<file path="src/hw/rtl/mee_pkg.sv">
package mee_pkg;

  localparam int DATA_WIDTH = 32;
  localparam int CFG_INDEX_W = 2;

  localparam logic [CFG_INDEX_W-1:0] REG_MODULUS     = 2'd0;
  localparam logic [CFG_INDEX_W-1:0] REG_EXPONENT    = 2'd1;
  localparam logic [CFG_INDEX_W-1:0] REG_RANGE_CHECK = 2'd2;

  typedef enum logic [1:0] {
    MUL_REDUCE,
    MUL_ACC,
    MUL_SQUARE
  } mul_sel_t;

  typedef enum logic [1:0] {
    OUT_ACC,
    OUT_ZERO,
    OUT_FLAG
  } out_sel_t;

  typedef struct packed {
    logic     load;
    logic     mul_start;
    mul_sel_t mul_sel;
    logic     mul_step;
    logic     ebit_shift;
    logic     out_load;
    out_sel_t out_sel;
  } cmd_t;

  typedef struct packed {
    logic oor;
    logic small_mod;
    logic mul_last;
    logic ebit;
    logic ebits_zero;
  } status_t;

endpackage

</file>
<file path="src/hw/rtl/mee_datapath.sv">
module mee_datapath (
  input  logic                             clk,
  input  logic                             rst,
  input  mee_pkg::cmd_t                    cmd,
  input  logic [mee_pkg::DATA_WIDTH-1:0]   message,
  input  logic [mee_pkg::DATA_WIDTH-1:0]   modulus,
  input  logic [mee_pkg::DATA_WIDTH-1:0]   exponent,
  input  logic                             range_check,
  output mee_pkg::status_t                 status,
  output logic [mee_pkg::DATA_WIDTH-1:0]   result,
  output logic                             out_of_range
);

  localparam int DW = mee_pkg::DATA_WIDTH;
  localparam int CW = $clog2(DW);
  localparam int TW = DW + 2;

  logic [DW-1:0] op_a;
  logic [DW-1:0] op_b;
  logic [DW-1:0] r;
  logic [DW-1:0] base;
  logic [DW-1:0] acc;
  logic [DW-1:0] ebits;
  logic [CW-1:0] mcnt;
  mee_pkg::mul_sel_t sel;

  logic [DW-1:0] a_init;
  logic [DW-1:0] b_init;
  logic [TW-1:0] n_ext;
  logic [TW-1:0] t;
  logic [TW-1:0] d1;
  logic [TW-1:0] d2;
  logic [DW-1:0] r_next;
  logic          mul_last;

  // one interleaved step: r = (2r + a_msb * b) mod n, with t below 3n
  assign n_ext = {2'b00, modulus};
  assign t     = {1'b0, r, 1'b0} + (op_a[DW-1] ? {2'b00, op_b} : {TW{1'b0}});
  assign d1    = t - n_ext;
  assign d2    = t - {n_ext[TW-2:0], 1'b0};

  always_comb begin
    if (!d2[TW-1]) begin
      r_next = d2[DW-1:0];
    end else if (!d1[TW-1]) begin
      r_next = d1[DW-1:0];
    end else begin
      r_next = t[DW-1:0];
    end
  end

  always_comb begin
    case (cmd.mul_sel)
      mee_pkg::MUL_REDUCE: begin
        a_init = message;
        b_init = DW'(1);
      end
      mee_pkg::MUL_ACC: begin
        a_init = acc;
        b_init = base;
      end
      mee_pkg::MUL_SQUARE: begin
        a_init = base;
        b_init = base;
      end
      default: begin
        a_init = base;
        b_init = base;
      end
    endcase
  end

  assign mul_last = (mcnt == CW'(DW - 1));

  always_ff @(posedge clk) begin
    if (rst) begin
      mcnt <= '0;
    end else if (cmd.mul_start) begin
      mcnt <= '0;
    end else if (cmd.mul_step) begin
      mcnt <= mcnt + 1'b1;
    end
  end

  always_ff @(posedge clk) begin
    if (cmd.load) begin
      ebits <= exponent;
      acc   <= DW'(1);
    end
    if (cmd.mul_start) begin
      op_a <= a_init;
      op_b <= b_init;
      r    <= '0;
      sel  <= cmd.mul_sel;
    end else if (cmd.mul_step) begin
      op_a <= {op_a[DW-2:0], 1'b0};
      r    <= r_next;
      if (mul_last) begin
        case (sel)
          mee_pkg::MUL_ACC: acc  <= r_next;
          default:          base <= r_next;
        endcase
      end
    end
    if (cmd.ebit_shift) begin
      ebits <= ebits >> 1;
    end
    if (cmd.out_load) begin
      case (cmd.out_sel)
        mee_pkg::OUT_ACC: begin
          result       <= acc;
          out_of_range <= 1'b0;
        end
        mee_pkg::OUT_FLAG: begin
          result       <= '0;
          out_of_range <= 1'b1;
        end
        default: begin
          result       <= '0;
          out_of_range <= 1'b0;
        end
      endcase
    end
  end

  assign status.oor        = range_check && (message >= modulus);
  assign status.small_mod  = (modulus[DW-1:1] == '0);
  assign status.mul_last   = mul_last;
  assign status.ebit       = ebits[0];
  assign status.ebits_zero = (ebits == '0);

  a_step_reduced: assert property (@(posedge clk) disable iff (rst)
    cmd.mul_step |=> (r < modulus))
    else $error("partial product not reduced below modulus");

  a_flag_zero: assert property (@(posedge clk) disable iff (rst)
    (cmd.out_load && cmd.out_sel == mee_pkg::OUT_FLAG) |=> (out_of_range && result == '0))
    else $error("flagged request carries nonzero result");

endmodule

</file>
<file path="src/hw/rtl/mee_controller.sv">
module mee_controller (
  input  logic             clk,
  input  logic             rst,
  input  logic             in_valid,
  output logic             in_ready,
  output logic             out_valid,
  input  logic             out_ready,
  input  mee_pkg::status_t status,
  output mee_pkg::cmd_t    cmd
);

  typedef enum logic [2:0] {
    S_IDLE,
    S_REDUCE,
    S_BIT,
    S_MUL_ACC,
    S_SQ_START,
    S_SQUARE,
    S_OUT
  } state_t;

  state_t state;
  state_t state_next;

  always_comb begin
    state_next     = state;
    cmd.load       = 1'b0;
    cmd.mul_start  = 1'b0;
    cmd.mul_sel    = mee_pkg::MUL_REDUCE;
    cmd.mul_step   = 1'b0;
    cmd.ebit_shift = 1'b0;
    cmd.out_load   = 1'b0;
    cmd.out_sel    = mee_pkg::OUT_ACC;
    case (state)
      S_IDLE: begin
        if (in_valid && in_ready) begin
          cmd.load = 1'b1;
          if (status.oor) begin
            cmd.out_load = 1'b1;
            cmd.out_sel  = mee_pkg::OUT_FLAG;
            state_next   = S_OUT;
          end else if (status.small_mod) begin
            cmd.out_load = 1'b1;
            cmd.out_sel  = mee_pkg::OUT_ZERO;
            state_next   = S_OUT;
          end else begin
            cmd.mul_start = 1'b1;
            cmd.mul_sel   = mee_pkg::MUL_REDUCE;
            state_next    = S_REDUCE;
          end
        end
      end
      S_REDUCE: begin
        cmd.mul_step = 1'b1;
        if (status.mul_last) begin
          state_next = S_BIT;
        end
      end
      S_BIT: begin
        if (status.ebits_zero) begin
          cmd.out_load = 1'b1;
          cmd.out_sel  = mee_pkg::OUT_ACC;
          state_next   = S_OUT;
        end else if (status.ebit) begin
          cmd.mul_start = 1'b1;
          cmd.mul_sel   = mee_pkg::MUL_ACC;
          state_next    = S_MUL_ACC;
        end else begin
          cmd.mul_start = 1'b1;
          cmd.mul_sel   = mee_pkg::MUL_SQUARE;
          state_next    = S_SQUARE;
        end
      end
      S_MUL_ACC: begin
        cmd.mul_step = 1'b1;
        if (status.mul_last) begin
          state_next = S_SQ_START;
        end
      end
      S_SQ_START: begin
        cmd.mul_start = 1'b1;
        cmd.mul_sel   = mee_pkg::MUL_SQUARE;
        state_next    = S_SQUARE;
      end
      S_SQUARE: begin
        cmd.mul_step = 1'b1;
        if (status.mul_last) begin
          cmd.ebit_shift = 1'b1;
          state_next     = S_BIT;
        end
      end
      S_OUT: begin
        if (out_ready) begin
          state_next = S_IDLE;
        end
      end
      default: begin
        state_next = S_IDLE;
      end
    endcase
  end

  always_ff @(posedge clk) begin
    if (rst) begin
      state     <= S_IDLE;
      in_ready  <= 1'b1;
      out_valid <= 1'b0;
    end else begin
      state     <= state_next;
      in_ready  <= (state_next == S_IDLE);
      out_valid <= (state_next == S_OUT);
    end
  end

  a_one_side: assert property (@(posedge clk) disable iff (rst)
    !(in_ready && out_valid))
    else $error("input and output open together");

  a_busy_after_accept: assert property (@(posedge clk) disable iff (rst)
    (in_valid && in_ready) |=> !in_ready)
    else $error("second request taken while busy");

endmodule

</file>
<file path="src/hw/rtl/modular_exponentiation_engine.sv">
// Channel  | Handshake             | Payload
// input    | in_valid / in_ready   | message
// output   | out_valid / out_ready | result, out_of_range
// config   | cfg_write             | cfg_index, cfg_data
//
// One request at a time; result = message^exponent mod modulus.
// Each request first reduces the message, then scans the exponent from bit 0: a set bit
// multiplies the base into the accumulator, and every bit squares the base; scanning
// stops after the highest set bit. A single shared bit-serial modular multiplier does
// all of this, one bit per cycle. Flagged messages and modulus below 2 skip it.
// Reset is synchronous; registers return to modulus 2, exponent 1, range check on.
// A held result stalls the input side until it is taken.
module modular_exponentiation_engine (
  input  logic                                clk,
  input  logic                                rst,
  input  logic                                in_valid,
  output logic                                in_ready,
  input  logic [mee_pkg::DATA_WIDTH-1:0]      message,
  output logic                                out_valid,
  input  logic                                out_ready,
  output logic [mee_pkg::DATA_WIDTH-1:0]      result,
  output logic                                out_of_range,
  input  logic                                cfg_write,
  input  logic [mee_pkg::CFG_INDEX_W-1:0]     cfg_index,
  input  logic [mee_pkg::DATA_WIDTH-1:0]      cfg_data
);

  logic [mee_pkg::DATA_WIDTH-1:0] modulus;
  logic [mee_pkg::DATA_WIDTH-1:0] exponent;
  logic                           range_check;

  mee_pkg::cmd_t    cmd;
  mee_pkg::status_t status;

  always_ff @(posedge clk) begin
    if (rst) begin
      modulus     <= mee_pkg::DATA_WIDTH'(2);
      exponent    <= mee_pkg::DATA_WIDTH'(1);
      range_check <= 1'b1;
    end else if (cfg_write) begin
      case (cfg_index)
        mee_pkg::REG_MODULUS:     modulus     <= cfg_data;
        mee_pkg::REG_EXPONENT:    exponent    <= cfg_data;
        mee_pkg::REG_RANGE_CHECK: range_check <= cfg_data[0];
        default: ;
      endcase
    end
  end

  mee_controller u_ctrl (
    .clk       (clk),
    .rst       (rst),
    .in_valid  (in_valid),
    .in_ready  (in_ready),
    .out_valid (out_valid),
    .out_ready (out_ready),
    .status    (status),
    .cmd       (cmd)
  );

  mee_datapath u_dp (
    .clk          (clk),
    .rst          (rst),
    .cmd          (cmd),
    .message      (message),
    .modulus      (modulus),
    .exponent     (exponent),
    .range_check  (range_check),
    .status       (status),
    .result       (result),
    .out_of_range (out_of_range)
  );

endmodule

</file>
<file path="config.mk">
export PLATFORM = sky130hd
export DESIGN_NAME = modular_exponentiation_engine
export DESIGN_NICKNAME = d
export VERILOG_FILES = /design/src/hw/rtl/mee_pkg.sv /design/src/hw/rtl/mee_datapath.sv /design/src/hw/rtl/mee_controller.sv /design/src/hw/rtl/modular_exponentiation_engine.sv
export SDC_FILE = /design/constraint.sdc
export NUM_CORES = 1
export LEC_CHECK = 0
export BUFFER_PORTS_ARGS = -buffer_cell sky130_fd_sc_hd__buf_2
export CAP_MARGIN = 40
export CORE_UTILIZATION = 25
export DETAILED_ROUTE_END_ITERATION = 8
export GPL_TIMING_DRIVEN = 0
export PLACE_DENSITY = 0.47
export SLEW_MARGIN = 20
export SYNTH_ARGS = -nofsm -noshare
export SYNTH_HDL_FRONTEND = slang
export SYNTH_HIERARCHICAL = 1
export SYNTH_SLANG_ARGS = --single-unit
</file>
<file path="constraint.sdc">
create_clock -name clk -period 6.6 [get_ports clk]
set_input_delay 0.33 -clock clk [delete_from_list [all_inputs] [get_ports clk]]
set_output_delay 0.33 -clock clk [all_outputs]
set_load 0.02 [all_outputs]
</file>
* After elaboration in Yosys (flattened, before gate mapping)
Cells that the tools add are included.
** Word-level totals
- Register bits :: 302
- Input bits :: 71
- Word-level logic and storage cells :: 93
- Output and inout port bits :: 35
** Cells by class
- $lt $le $gt $ge :: 1
- Mux-type cells :: 38
- Bitwise gates (word level) :: 2
- Equal/unequal tests :: 13
- Add/subtract/negate cells :: 4
- Reduce and logical (&&, ||, !) cells :: 18
** Operator list (count)
- 32-bit two-way mux :: 10
- 32-bit case mux with 2 select lines :: 1
- 31-bit two-way mux :: 2
- 3-bit two-way mux :: 15
- 33-bit by 34-bit adder with 34-bit output :: 1
- 34-bit by 32-bit subtractor with 34-bit output :: 1
- 34-bit by 33-bit subtractor with 34-bit output :: 1
- 32-bit >= comparator :: 1
- 32-bit logical NOT :: 1
- 31-bit logical NOT :: 1
- 3-bit case mux with 6 select lines :: 1
- 3-bit == test, second input constant :: 4
- 3-bit case mux with 3 select lines :: 1
- 2-bit by 1-bit == test with 1-bit output, second input constant :: 3
- 3-bit by 2-bit == test with 1-bit output, second input constant :: 2
- 2-bit logical NOT :: 3
- 3-bit logical NOT :: 2
- 3-bit case mux with 2 select lines :: 1
- 2-bit AND reduction :: 3
- 5-bit by 1-bit adder with 5-bit output, second input constant :: 1
- 5-bit == test, second input constant :: 1
- 1-bit two-way mux :: 5
- 2-bit == test, second input constant :: 2
- 4-bit two-way mux :: 1
- 8 further kinds :: 12

* Logic depth before layout (Yosys ltp)
Gate-level depths: netlist of run 1.
- Depth after elaboration :: 10
- Gate-level depth with buffers :: 25

* By module
The synthesis of run 1 kept the hierarchy.
** By module, submodules not included
- mee_datapath :: area each 16447.0 um^2, times used 1, seq. area each 6266.0 um^2, cells each 1703
- modular_exponentiation_engine :: area each 2723.9 um^2, times used 1, seq. area each 1301.2 um^2, cells each 253
- mee_controller :: area each 416.6 um^2, times used 1, seq. area each 100.1 um^2, cells each 49

* Least setup slack after synthesis of run 1
OpenSTA, ideal clock, no wires.
- Path kind :: reg-to-reg
- Start :: reg u_dp.op_a[31]
- End :: reg u_dp.base[1] (data pin)
- Cell stages (with the launch flop) :: 26
- Arrival :: 4970 ps
- Period minus slack after synthesis :: 5236 ps
- Slack :: 1364 ps
- Required time :: 6334 ps
- Cell sequence :: edfxtp_1 -> clkbuf_1 -> and2_1 -> fa_1 -> a211oi_1 -> o211ai_1 -> nand3_1 -> a21boi_0 -> a21o_1 -> a21boi_0 -> xor2_1 -> inv_1 -> ha_1 -> a21oi_1 -> a21oi_1 -> a311oi_1 -> nand3_1 -> nor3_4 -> o21ai_4 -> or3_1 -> buf_2 -> and3_4 -> buf_6 -> buf_6 -> a211oi_2 -> a21oi_1
** On the way
- Word-level cells in the longest chain between the ends :: 5
** RTL lines
- start: declaration :: RTL line mee_datapath.sv:18 : logic [DW-1:0] op_a;
- start signal: assignment :: RTL line mee_datapath.sv:91 : op_a <= a_init;
- start signal: assignment :: RTL line mee_datapath.sv:96 : op_a <= {op_a[DW-2:0], 1'b0};
- 32-bit two-way mux (*) :: RTL line mee_datapath.sv:38 : assign t = {1'b0, r, 1'b0} + (op_a[DW-1] ? {2'b00, op_b} : {TW{1'b0}});
- 33-bit by 34-bit adder with 34-bit output (*) :: RTL line mee_datapath.sv:38
- 34-bit by 32-bit subtractor with 34-bit output :: RTL line mee_datapath.sv:39 : assign d1 = t - n_ext;
- 32-bit two-way mux :: RTL line mee_datapath.sv:45 : end else if (!d1[TW-1]) begin
- 32-bit two-way mux (*) :: RTL line mee_datapath.sv:43 : if (!d2[TW-1]) begin
- via u_dp.r_next[1] :: RTL line mee_datapath.sv:33 : logic [DW-1:0] r_next;
- end signal: assignment :: RTL line mee_datapath.sv:101 : default: base <= r_next;
- end: declaration :: RTL line mee_datapath.sv:21 : logic [DW-1:0] base;
Mark *: on every way through the listed nets, which the timed path passes. The rest lies on a longest branch.
A chain may end at the register's enable or synchronous reset.

* Final worst setup path of run 1
- Start :: reg u_dp.op_a[31]
- End :: reg u_dp.base[28] (data pin)
Same word-level chain as after synthesis.

==> results of run 1 <==
[through the flow]
| stage | util, % | cell area [um2] |
|---|---|---|
| final | 29.77 | 23060 |
| after global routing | 29.77 | 23060 |
| after CTS | 29.57 | 22900 |
| after detailed placement | 27.81 | 21540 |
| after global placement | 27.64 | 21410 |
| after floorplan | - | 19590 |
[what timing repair did]
action,CTS,global route
gates cloned,0,0
hold endpoints to repair,0,0
setup endpoints to repair,91,91
setup buffers,4,5
pin swaps,2,6
resized for setup,34,27
[placed cells by master (no fill, tap or decap), types with 45 or more instances in the layout]
cell and n:
ha_1 128, mux2_2 66, nor2b_1 45, o21ai_0 116
a31oi_1 45, a21oi_1 111, dfxtp_1 140, inv_1 71
clkbuf_1 68, nand2b_1 114, edfxtp_1 162, buf_2 125
and2_1 70, nand2_1 113, nor2_1 86, mux2i_1 114
[per-layer routing]
layer / up-vias / GRT usage (%) / wire length (um)
met4: 0 / 4.083 / 1377
met3: 88 / 2.237 / 3718
met2: 506 / 28.19 / 31360
met5: - / 0 / 0
li1: 7691 / - / -
met1: 7771 / 24.53 / 33590
[flip-flops by register name, indices dropped and copies added (netlist names), 32 cells and up]
name and cells:
u_dp/op_b 32, u_dp/op_a 32, u_dp/ebits 32, u_dp/base 32, u_dp/acc 32, u_dp/result 32, u_dp/r 32, exponent 32
modulus 32
[critical path, stage by stage, from the launching register on]
cell and delay (ns):
edfxtp_1 0.49, clkbuf_4 0.25, and2_1 0.23, fa_1 0.49
a211oi_2 0.28, o21ai_0 0.18, a21oi_1 0.19, o21ai_0 0.14
a21o_1 0.20, a21oi_1 0.19, xnor2_1 0.22, ha_1 0.46
nand2_1 0.07, o21ai_0 0.33, a221oi_2 0.10, buf_4 0.17
a2111oi_4 0.32, buf_4 0.19, o41ai_4 0.08, buf_4 0.16
o21ai_4 0.29, xnor2_4 0.18, clkbuf_8 0.25, o21ai_1 0.16
mux2i_2 0.31, nor2_1 0.12
[path summary, 6_finish.rpt]
check / start / endpoint / slack, ns / cells past startpoint
max: u_dp/op_a[31] / u_dp/base[28] / 0.24 / 25
min: cfg_data[1] / exponent[1] / 0.06 / 3
max reg2reg: u_dp/op_a[31] / u_dp/base[28] / 0.24 / 25
min reg2reg: exponent[28] / exponent[28] / 0.47 / 2
[cell type report]
class | count | area [um2]
sequential | 302 | 7667
multi-input combinational | 1526 | 11400
clock inverter | 16 | 157.7
inverter | 72 | 270.3
buffer | 104 | 534.3
fill | 8132 | 54410
clock buffer | 51 | 1020
timing repair buffer | 122 | 708.2
tap | 1040 | 1301
[logic make-up after synthesis]
kind of cell | synth area share (%)
simple gates | 17.96
flops | 39.14
fa+ha+maj | 8.547
compound gates | 16.40
buf+inv | 3.922
mux | 10.23
xor+xnor | 3.788
==> impl_metrics.env, run 1 <==
export IMPL_yosys_cell_count_top_type="edfxtp_1"
export IMPL_maxCapViolations=0
export IMPL_syn_nets=2208
export IMPL_worst_pin_slew_ns=0.8472
export IMPL_viasPerCell=4.966
export IMPL_die_w_um=281.9
export IMPL_cts_sinks=302
export IMPL_track_usage_pct=17.45
export IMPL_htreeDepth=2
export IMPL_seq_area_frac_synth_pct=39.14
export IMPL_netlist_area_leader_share_pct=24.84
export IMPL_synthFlopType="edfxtp_1"
export IMPL_die_area_um2=79470
export IMPL_fin_ws_ns=0.2430
export IMPL_worst_setup_path_end_kind="flip-flop"
export IMPL_cts_clk_slew_worst_paths_ns=0.06
export IMPL_start_util_pct=25.29
export IMPL_synth_edff_count=162
export IMPL_ios=106
export IMPL_drive_above_1_share_pct=16.51
export IMPL_hold_path_class="in2reg"
export IMPL_crit_type="reg2reg"
export IMPL_clock_latency_ns=0.57
export IMPL_overflow=0
export IMPL_grt_pass1_vias=15970
export IMPL_synth_area_top_cells="edfxtp_1 25%, dfxtp_1 14%, ha_1 8.2%"
export IMPL_yosys_warnings=6
export IMPL_vias=16060
export IMPL_drcViolationCount=0
export IMPL_drtIter0Drc=1178
export IMPL_synth_area_um2=19590
export IMPL_num_rows=102
export IMPL_fin_crit_ns=6.357
export IMPL_antennaDiodeCount=0
export IMPL_drt_pass1_iterations=5
export IMPL_cts_tree="done"
export IMPL_ant_nets=0
export IMPL_wl_per_cell_um=21.67
export IMPL_hpwlAfterDp_mm=57.74
export IMPL_syn_area_per_cell_um2=9.769
export IMPL_maxSlewViolCount=0
export IMPL_antenna_found_initial=0
export IMPL_pre_cts_slack_ns=-1.044
export IMPL_io_buffers=105
export IMPL_hold_ws_ns=0.06139
export IMPL_ys_seq_elements=302
export IMPL_period_share_pct=96.32
export IMPL_cts_made_buffers=37
export IMPL_max_freq_ghz=0.1573
export IMPL_stdcell_count=3233
export IMPL_core_area_um2=77470
export IMPL_clock_path_buffers=3
export IMPL_grt_max_degree=33
export IMPL_grt_pass1_wl_mm=102.4
export IMPL_area_growth_pct=17.72
export IMPL_synth_async_sr_flop_share_pct=0
export IMPL_nets=2368
export IMPL_syn_inst=2005
export IMPL_crit_fanout=10
export IMPL_cp_required_ns=6.89
export IMPL_fin_tns_setup_ns=0
export IMPL_yosysTopAreaCell="edfxtp_1"
export IMPL_routed_wl_mm=70.05
export IMPL_rsz0062_at_grt="false"
export IMPL_synth_distinct_cells=95
export IMPL_dp_cells=3157
export IMPL_synthTopCellsByCount="162 x edfxtp_1, 140 x dfxtp_1, 129 x ha_1"
export IMPL_final_hold_violation_count=0
export IMPL_routabilityCongestion=0.9123
export IMPL_maxSlewHeadroom_pct=43.52
export IMPL_arrival_ns=6.65
export IMPL_fin_skew_ns=0.02498
export IMPL_setup_viol=0
export IMPL_outcome="completed"
export IMPL_die_h_um=281.9
export IMPL_start_kind="flip-flop"
export IMPL_ctsHoldBuffers=0
export IMPL_cts_root_buf="clkbuf_16"
Power of run 1 is not shown: default switching activity piles up to over one toggle a cycle in this logic, so the estimate is an artifact.
==> inputs of run 2 (changes only) <==
--- a/config.mk
+++ b/config.mk
@@ -10,7 +10,7 @@
 export CORE_UTILIZATION = 25
 export DETAILED_ROUTE_END_ITERATION = 8
 export GPL_TIMING_DRIVEN = 0
-export PLACE_DENSITY = 0.47
+export PLACE_DENSITY_LB_ADDON = 0.2
 export SLEW_MARGIN = 20
 export SYNTH_ARGS = -nofsm -noshare
 export SYNTH_HDL_FRONTEND = slang
==> run 2 against run 1 <==
Register-to-register slack gained 0.02 ns. Setup slack gained 0.024 ns. Wire length grew 2.4%. Global-route usage grew 0.49 points. Cell count grew 0.12%.
==> impl_metrics.env, run 2 (synthesis gave the netlist of run 1 again) <==
export IMPL_fin_crit_ns=6.333
export IMPL_arrival_ns=6.77
export IMPL_grt_pass1_wl_mm=104.5
export IMPL_rsz0062_at_grt="false"
export IMPL_rrSetupSlack_ns=0.27
export IMPL_drcViolationCount=0
export IMPL_min_to="u_dp/mcnt[3]"
export IMPL_antenna_found_initial=0
export IMPL_pre_cts_slack_ns=-0.8944
export IMPL_die_h_um=281.9
export IMPL_cp_required_ns=7.03
export IMPL_track_usage_pct=17.94
export IMPL_final_common_cell="edfxtp_1"
export IMPL_fillers=8163
export IMPL_cts_tree="done"
export IMPL_worst_pin_slew_ns=0.9520
export IMPL_timing_rr_end="u_dp/r[13]"
export IMPL_grt_max_degree=37
export IMPL_start_kind="flip-flop"
export IMPL_cts_root_buf="clkbuf_16"
export IMPL_nets=2369
export IMPL_grt_pass1_vias=16020
export IMPL_period_share_pct=95.95
export IMPL_drt_pass1_iterations=5
export IMPL_ff2ff_path_depth=23
export IMPL_outcome="completed"
export IMPL_clock_path_buffers=3
export IMPL_vias=16010
export IMPL_r2r_start="u_dp/op_a[31]"
export IMPL_clock_latency_ns=0.58
export IMPL_die_area_um2=79470
export IMPL_drive_above_1_share_pct=17.17
export IMPL_hpwlAfterDp_mm=58.90
export IMPL_path_cells="and2_1, ha_1, fa_2, a211oi_2, o211ai_1, nand3_1, nand2_1, a21boi_2, o21ai_0, xnor2_1, inv_1, ha_1, and3_1, nand2_1, o211ai_1, o21bai_1, o41ai_4, o21ai_4, xnor2_4, buf_4, nand2_1, clkbuf_1, o21ai_0"
export IMPL_hold_path_class="in2reg"
export IMPL_crit_type="reg2reg"
export IMPL_die_w_um=281.9
export IMPL_setup_viol=0
export IMPL_final_area_um2=23220
export IMPL_io_buffers=105
export IMPL_crit_path_max_incr_delay_ns=0.48
export IMPL_stdcell_count=3237
export IMPL_viasPerCell=4.946
export IMPL_placedInstanceArea_um2=21550
export IMPL_layout_common_cells="162 x edfxtp_1, 140 x dfxtp_1, 127 x ha_1"
export IMPL_maxSlewViolCount=0
export IMPL_fin_tns_setup_ns=0
export IMPL_final_hold_violation_count=0
export IMPL_max_freq_ghz=0.1579
export IMPL_core_area_um2=77470
export IMPL_cpMaxStageDelayCell="edfxtp_1"
export IMPL_ios=106
export IMPL_cts_clk_slew_worst_paths_ns=0.08
export IMPL_wl_per_cell_um=22.16
export IMPL_maxCapViolations=0
export IMPL_worstHoldStart="rst"
export IMPL_crit_top_cell="nand2_1"
export IMPL_cts_sinks=302
export IMPL_fin_skew_ns=0.04685
export IMPL_maxSlewHeadroom_pct=36.53
export IMPL_ant_nets=0
export IMPL_start_util_pct=25.29
export IMPL_routabilityCongestion=0.9418
export IMPL_routed_wl_mm=71.72
export IMPL_dp_cells=3157
export IMPL_fin_ws_ns=0.2673
export IMPL_worstHoldPathCells=2
export IMPL_overflow=0
export IMPL_crit_fanout=10
export IMPL_num_rows=102
export IMPL_cts_made_buffers=38
export IMPL_htreeDepth=2
export IMPL_worst_setup_path_end_kind="flip-flop"
export IMPL_drtIter0Drc=1145
export IMPL_area_growth_pct=18.56
==> run 2: stage by stage <==
step	hold slack (ns)	util, %
global route	0.04632	29.97
CTS	0.03900	29.77
finish	0.05757	29.98
floorplan	0.4067	-
detailed placement	0.4649	27.82
global placement	0.4577	27.64
==> run 2: per-layer routing <==
layer,track usage [%],wire [um],vias up
met2,28.90,32410,456
li1,-,-,7685
met4,3.776,1195,0
met5,0,0,-
met1,25.52,34520,7797
met3,2.154,3593,72
==> run 2: timing repair <==
action / 4_1_cts / 5_1_grt
buffers inserted: 4 / 6
gates resized for setup: 38 / 23
pin swaps: 3 / 4
endpoints found under the setup margin: 126 / 93
hold buffers: 0 / 0
==> run 2: how the worst max path moves through the flow <==
stage | slack [ns] | start | depth (start not counted) | endpoint
floorplan | 1.36 | u_dp/op_a[31] | 25 | u_dp/base[1]
global placement | -1.40 | message[0] | 19 | u_dp/base[27]
detailed placement | -0.89 | u_dp/op_a[31] | 23 | u_dp/base[17]
CTS | 0.03 | u_dp/op_a[31] | 25 | u_dp/base[9]
global route | 0.0003 | u_dp/op_a[31] | 26 | u_dp/r[29]
finish | 0.27 | u_dp/op_a[31] | 23 | u_dp/r[13]
==> run 2: layout make-up <==
cell class	instances	area (um2)	area share (%)
multi-input cells	1526	11430	49.22
flip-flops and latches	302	7667	33.02
well taps	1040	1301	5.603
clock buffers	52	1126	4.849
repair buffers	124	734.5	3.163
plain buffers	102	515.5	2.220
inverters	72	270.3	1.164
clock inverters	18	175.2	0.7543
diodes	1	2.502	0.01078
==> run 2: worst max-delay path, delay by kind of cell (launching register included) <==
kind | cells | cell delay (ns)
xor+xnor | 2 | 0.46
simple gates | 6 | 1.42
flops | 1 | 0.48
fa+ha+maj | 3 | 1.03
buf+inv | 3 | 0.75
compound gates | 9 | 2.05
Power of run 2 is left out for the same reason.
==> inputs of run 3 (changes only) <==
--- a/config.mk
+++ b/config.mk
@@ -11,6 +11,7 @@
 export DETAILED_ROUTE_END_ITERATION = 8
 export GPL_TIMING_DRIVEN = 0
 export PLACE_DENSITY_LB_ADDON = 0.2
+export RECOVER_POWER = 50
 export SLEW_MARGIN = 20
 export SYNTH_ARGS = -nofsm -noshare
 export SYNTH_HDL_FRONTEND = slang
==> run 3 against run 2 <==
The flow now finishes with violations (max-capacitance violations, max-slew violations). First-iteration DRC count up 5.9%. Clock-buffer cell count unchanged. Global-route usage unchanged. Cell count unchanged. Core utilization is 0.13 points lower. Register-to-register slack worse by 0.03 ns. Critical path type unchanged. Critical endpoint is now u_dp/base[9]. Highest routed layer unchanged.
==> impl_metrics.env, run 3 (synthesis gave the netlist of run 1 again) <==
export IMPL_cts_sinks=302
export IMPL_area_growth_pct=18.05
export IMPL_crit_path_max_incr_delay_ns=0.49
export IMPL_layout_common_cells="162 x edfxtp_1, 140 x dfxtp_1, 127 x ha_1"
export IMPL_hold_ws_ns=0.08010
export IMPL_r2r_start="u_dp/op_a[31]"
export IMPL_routed_wl_mm=71.82
export IMPL_cp_required_ns=6.89
export IMPL_crit_type="reg2reg"
export IMPL_ios=106
export IMPL_rsz0062_at_grt="false"
export IMPL_maxSlewHeadroom_pct=-54.84
export IMPL_grt_pass1_wl_mm=104.5
export IMPL_arrival_ns=6.65
export IMPL_ff2ff_path_depth=27
export IMPL_cts_clk_slew_worst_paths_ns=0.06
export IMPL_grt_pass1_vias=16020
export IMPL_io_buffers=105
export IMPL_die_h_um=281.9
export IMPL_viasPerCell=4.954
export IMPL_num_rows=102
export IMPL_critPathTopFamily="compound AO/OA/AOI/OAI gates"
export IMPL_routabilityCongestion=0.9418
export IMPL_stdcell_count=3237
export IMPL_hpwlAfterDp_mm=58.90
export IMPL_wl_per_cell_um=22.19
export IMPL_start_util_pct=25.29
export IMPL_final_core_util_pct=29.85
export IMPL_core_area_um2=77470
export IMPL_overflow=0
export IMPL_worst_setup_path_end_kind="flip-flop"
export IMPL_final_common_cell="edfxtp_1"
export IMPL_worstHoldStart="cfg_data[5]"
export IMPL_antenna_found_initial=0
export IMPL_final_hold_violation_count=0
export IMPL_period_share_pct=96.36
export IMPL_track_usage_pct=17.94
export IMPL_maxSlewViolCount=43
export IMPL_outcome="finished, violations left"
export IMPL_worstHoldPathCells=3
export IMPL_cts_made_buffers=38
export IMPL_startpoint="u_dp/op_a[31]"
export IMPL_die_w_um=281.9
export IMPL_fin_crit_ns=6.360
export IMPL_cts_root_buf="clkbuf_16"
export IMPL_cp_depth=27
export IMPL_start_kind="flip-flop"
export IMPL_drtIter0Drc=1212
export IMPL_ant_nets=0
export IMPL_drt_pass1_iterations=5
export IMPL_htreeDepth=2
export IMPL_nets=2369
export IMPL_drcViolationCount=0
export IMPL_violations="max-capacitance violations, max-slew violations"
export IMPL_drive_above_1_share_pct=15.07
export IMPL_cpMaxStageDelayCell="edfxtp_1"
export IMPL_setup_viol=0
export IMPL_worst_pin_slew_ns=2.323
export IMPL_max_freq_ghz=0.1572
export IMPL_crit_buf_inv=6
export IMPL_die_area_um2=79470
export IMPL_clock_path_buffers=3
export IMPL_crit_fanout=10
export IMPL_hold_path_class="in2reg"
export IMPL_cts_tree="done"
export IMPL_maxCapViolations=2
export IMPL_grt_max_degree=37
export IMPL_clock_latency_ns=0.58
export IMPL_vias=16040
export IMPL_fin_skew_ns=0.04332
export IMPL_dp_cells=3157
## run 3: cell count changes in the layout (fill, tap and decap cells not counted), sizes merged
cell | previous run | this run
clkbuf | 115 | 156
buf | 163 | 122
## run 3: final timing paths
kind                  end  slack, ns
max          u_dp/base[9]       0.24
min           exponent[5]       0.08
max reg2reg  u_dp/base[9]       0.24
min reg2reg  exponent[10]       0.47
## run 3: stage by stage
step                TNS [ns]  setup WS [ns]  instance area, um2
detailed placement    -50.32        -0.8944               21550
global placement     -171.79         -1.401               21410
floorplan                  0          1.364               19590
global route               0      0.0003340               23120
CTS                        0        0.02605               23060
finish                     0         0.2405               23120
## run 3: what timing repair did
action / in CTS / in global routing
hold buffers: 0 / 0
setup endpoints to repair: 126 / 93
setup buffers: 4 / 6
pin swaps: 3 / 4
gates resized for setup: 38 / 23
gates cloned: 0 / 0
## run 3: cell type report
type	count	area (um2)
clock inverter	18	175.2
multi-input combinational	1526	11410
fill	8206	54340
timing repair buffer	124	665.6
tap	1040	1301
sequential	302	7667
inverter	72	270.3
antenna	1	2.502
clock buffer	52	1126
buffer	102	508.0
## run 3: metal layers
layer	share of wire, %	track usage [%]	vias to the layer above	wire length, um
li1	-	-	7671	-
met1	48	25.52	7840	34660
met2	45	28.90	455	32450
met3	4.9	2.154	70	3500
met4	1.7	3.776	0	1207
met5	0	0	-	0
## run 3: worst reg2reg max path: cells and delay by family, from the launching register on
| kind | cells | cell delay (ns) |
|---|---|---|
| flip-flops | 1 | 0.49 |
| buffers and inverters | 6 | 1.09 |
| multiplexers | 2 | 0.52 |
| adder cells (fa/ha/maj) | 2 | 0.71 |
| XOR/XNOR | 1 | 0.19 |
| AND/OR/NAND/NOR | 9 | 1.42 |
| AO/OA/AOI/OAI | 7 | 1.65 |
Power of run 3 is left out for the same reason.
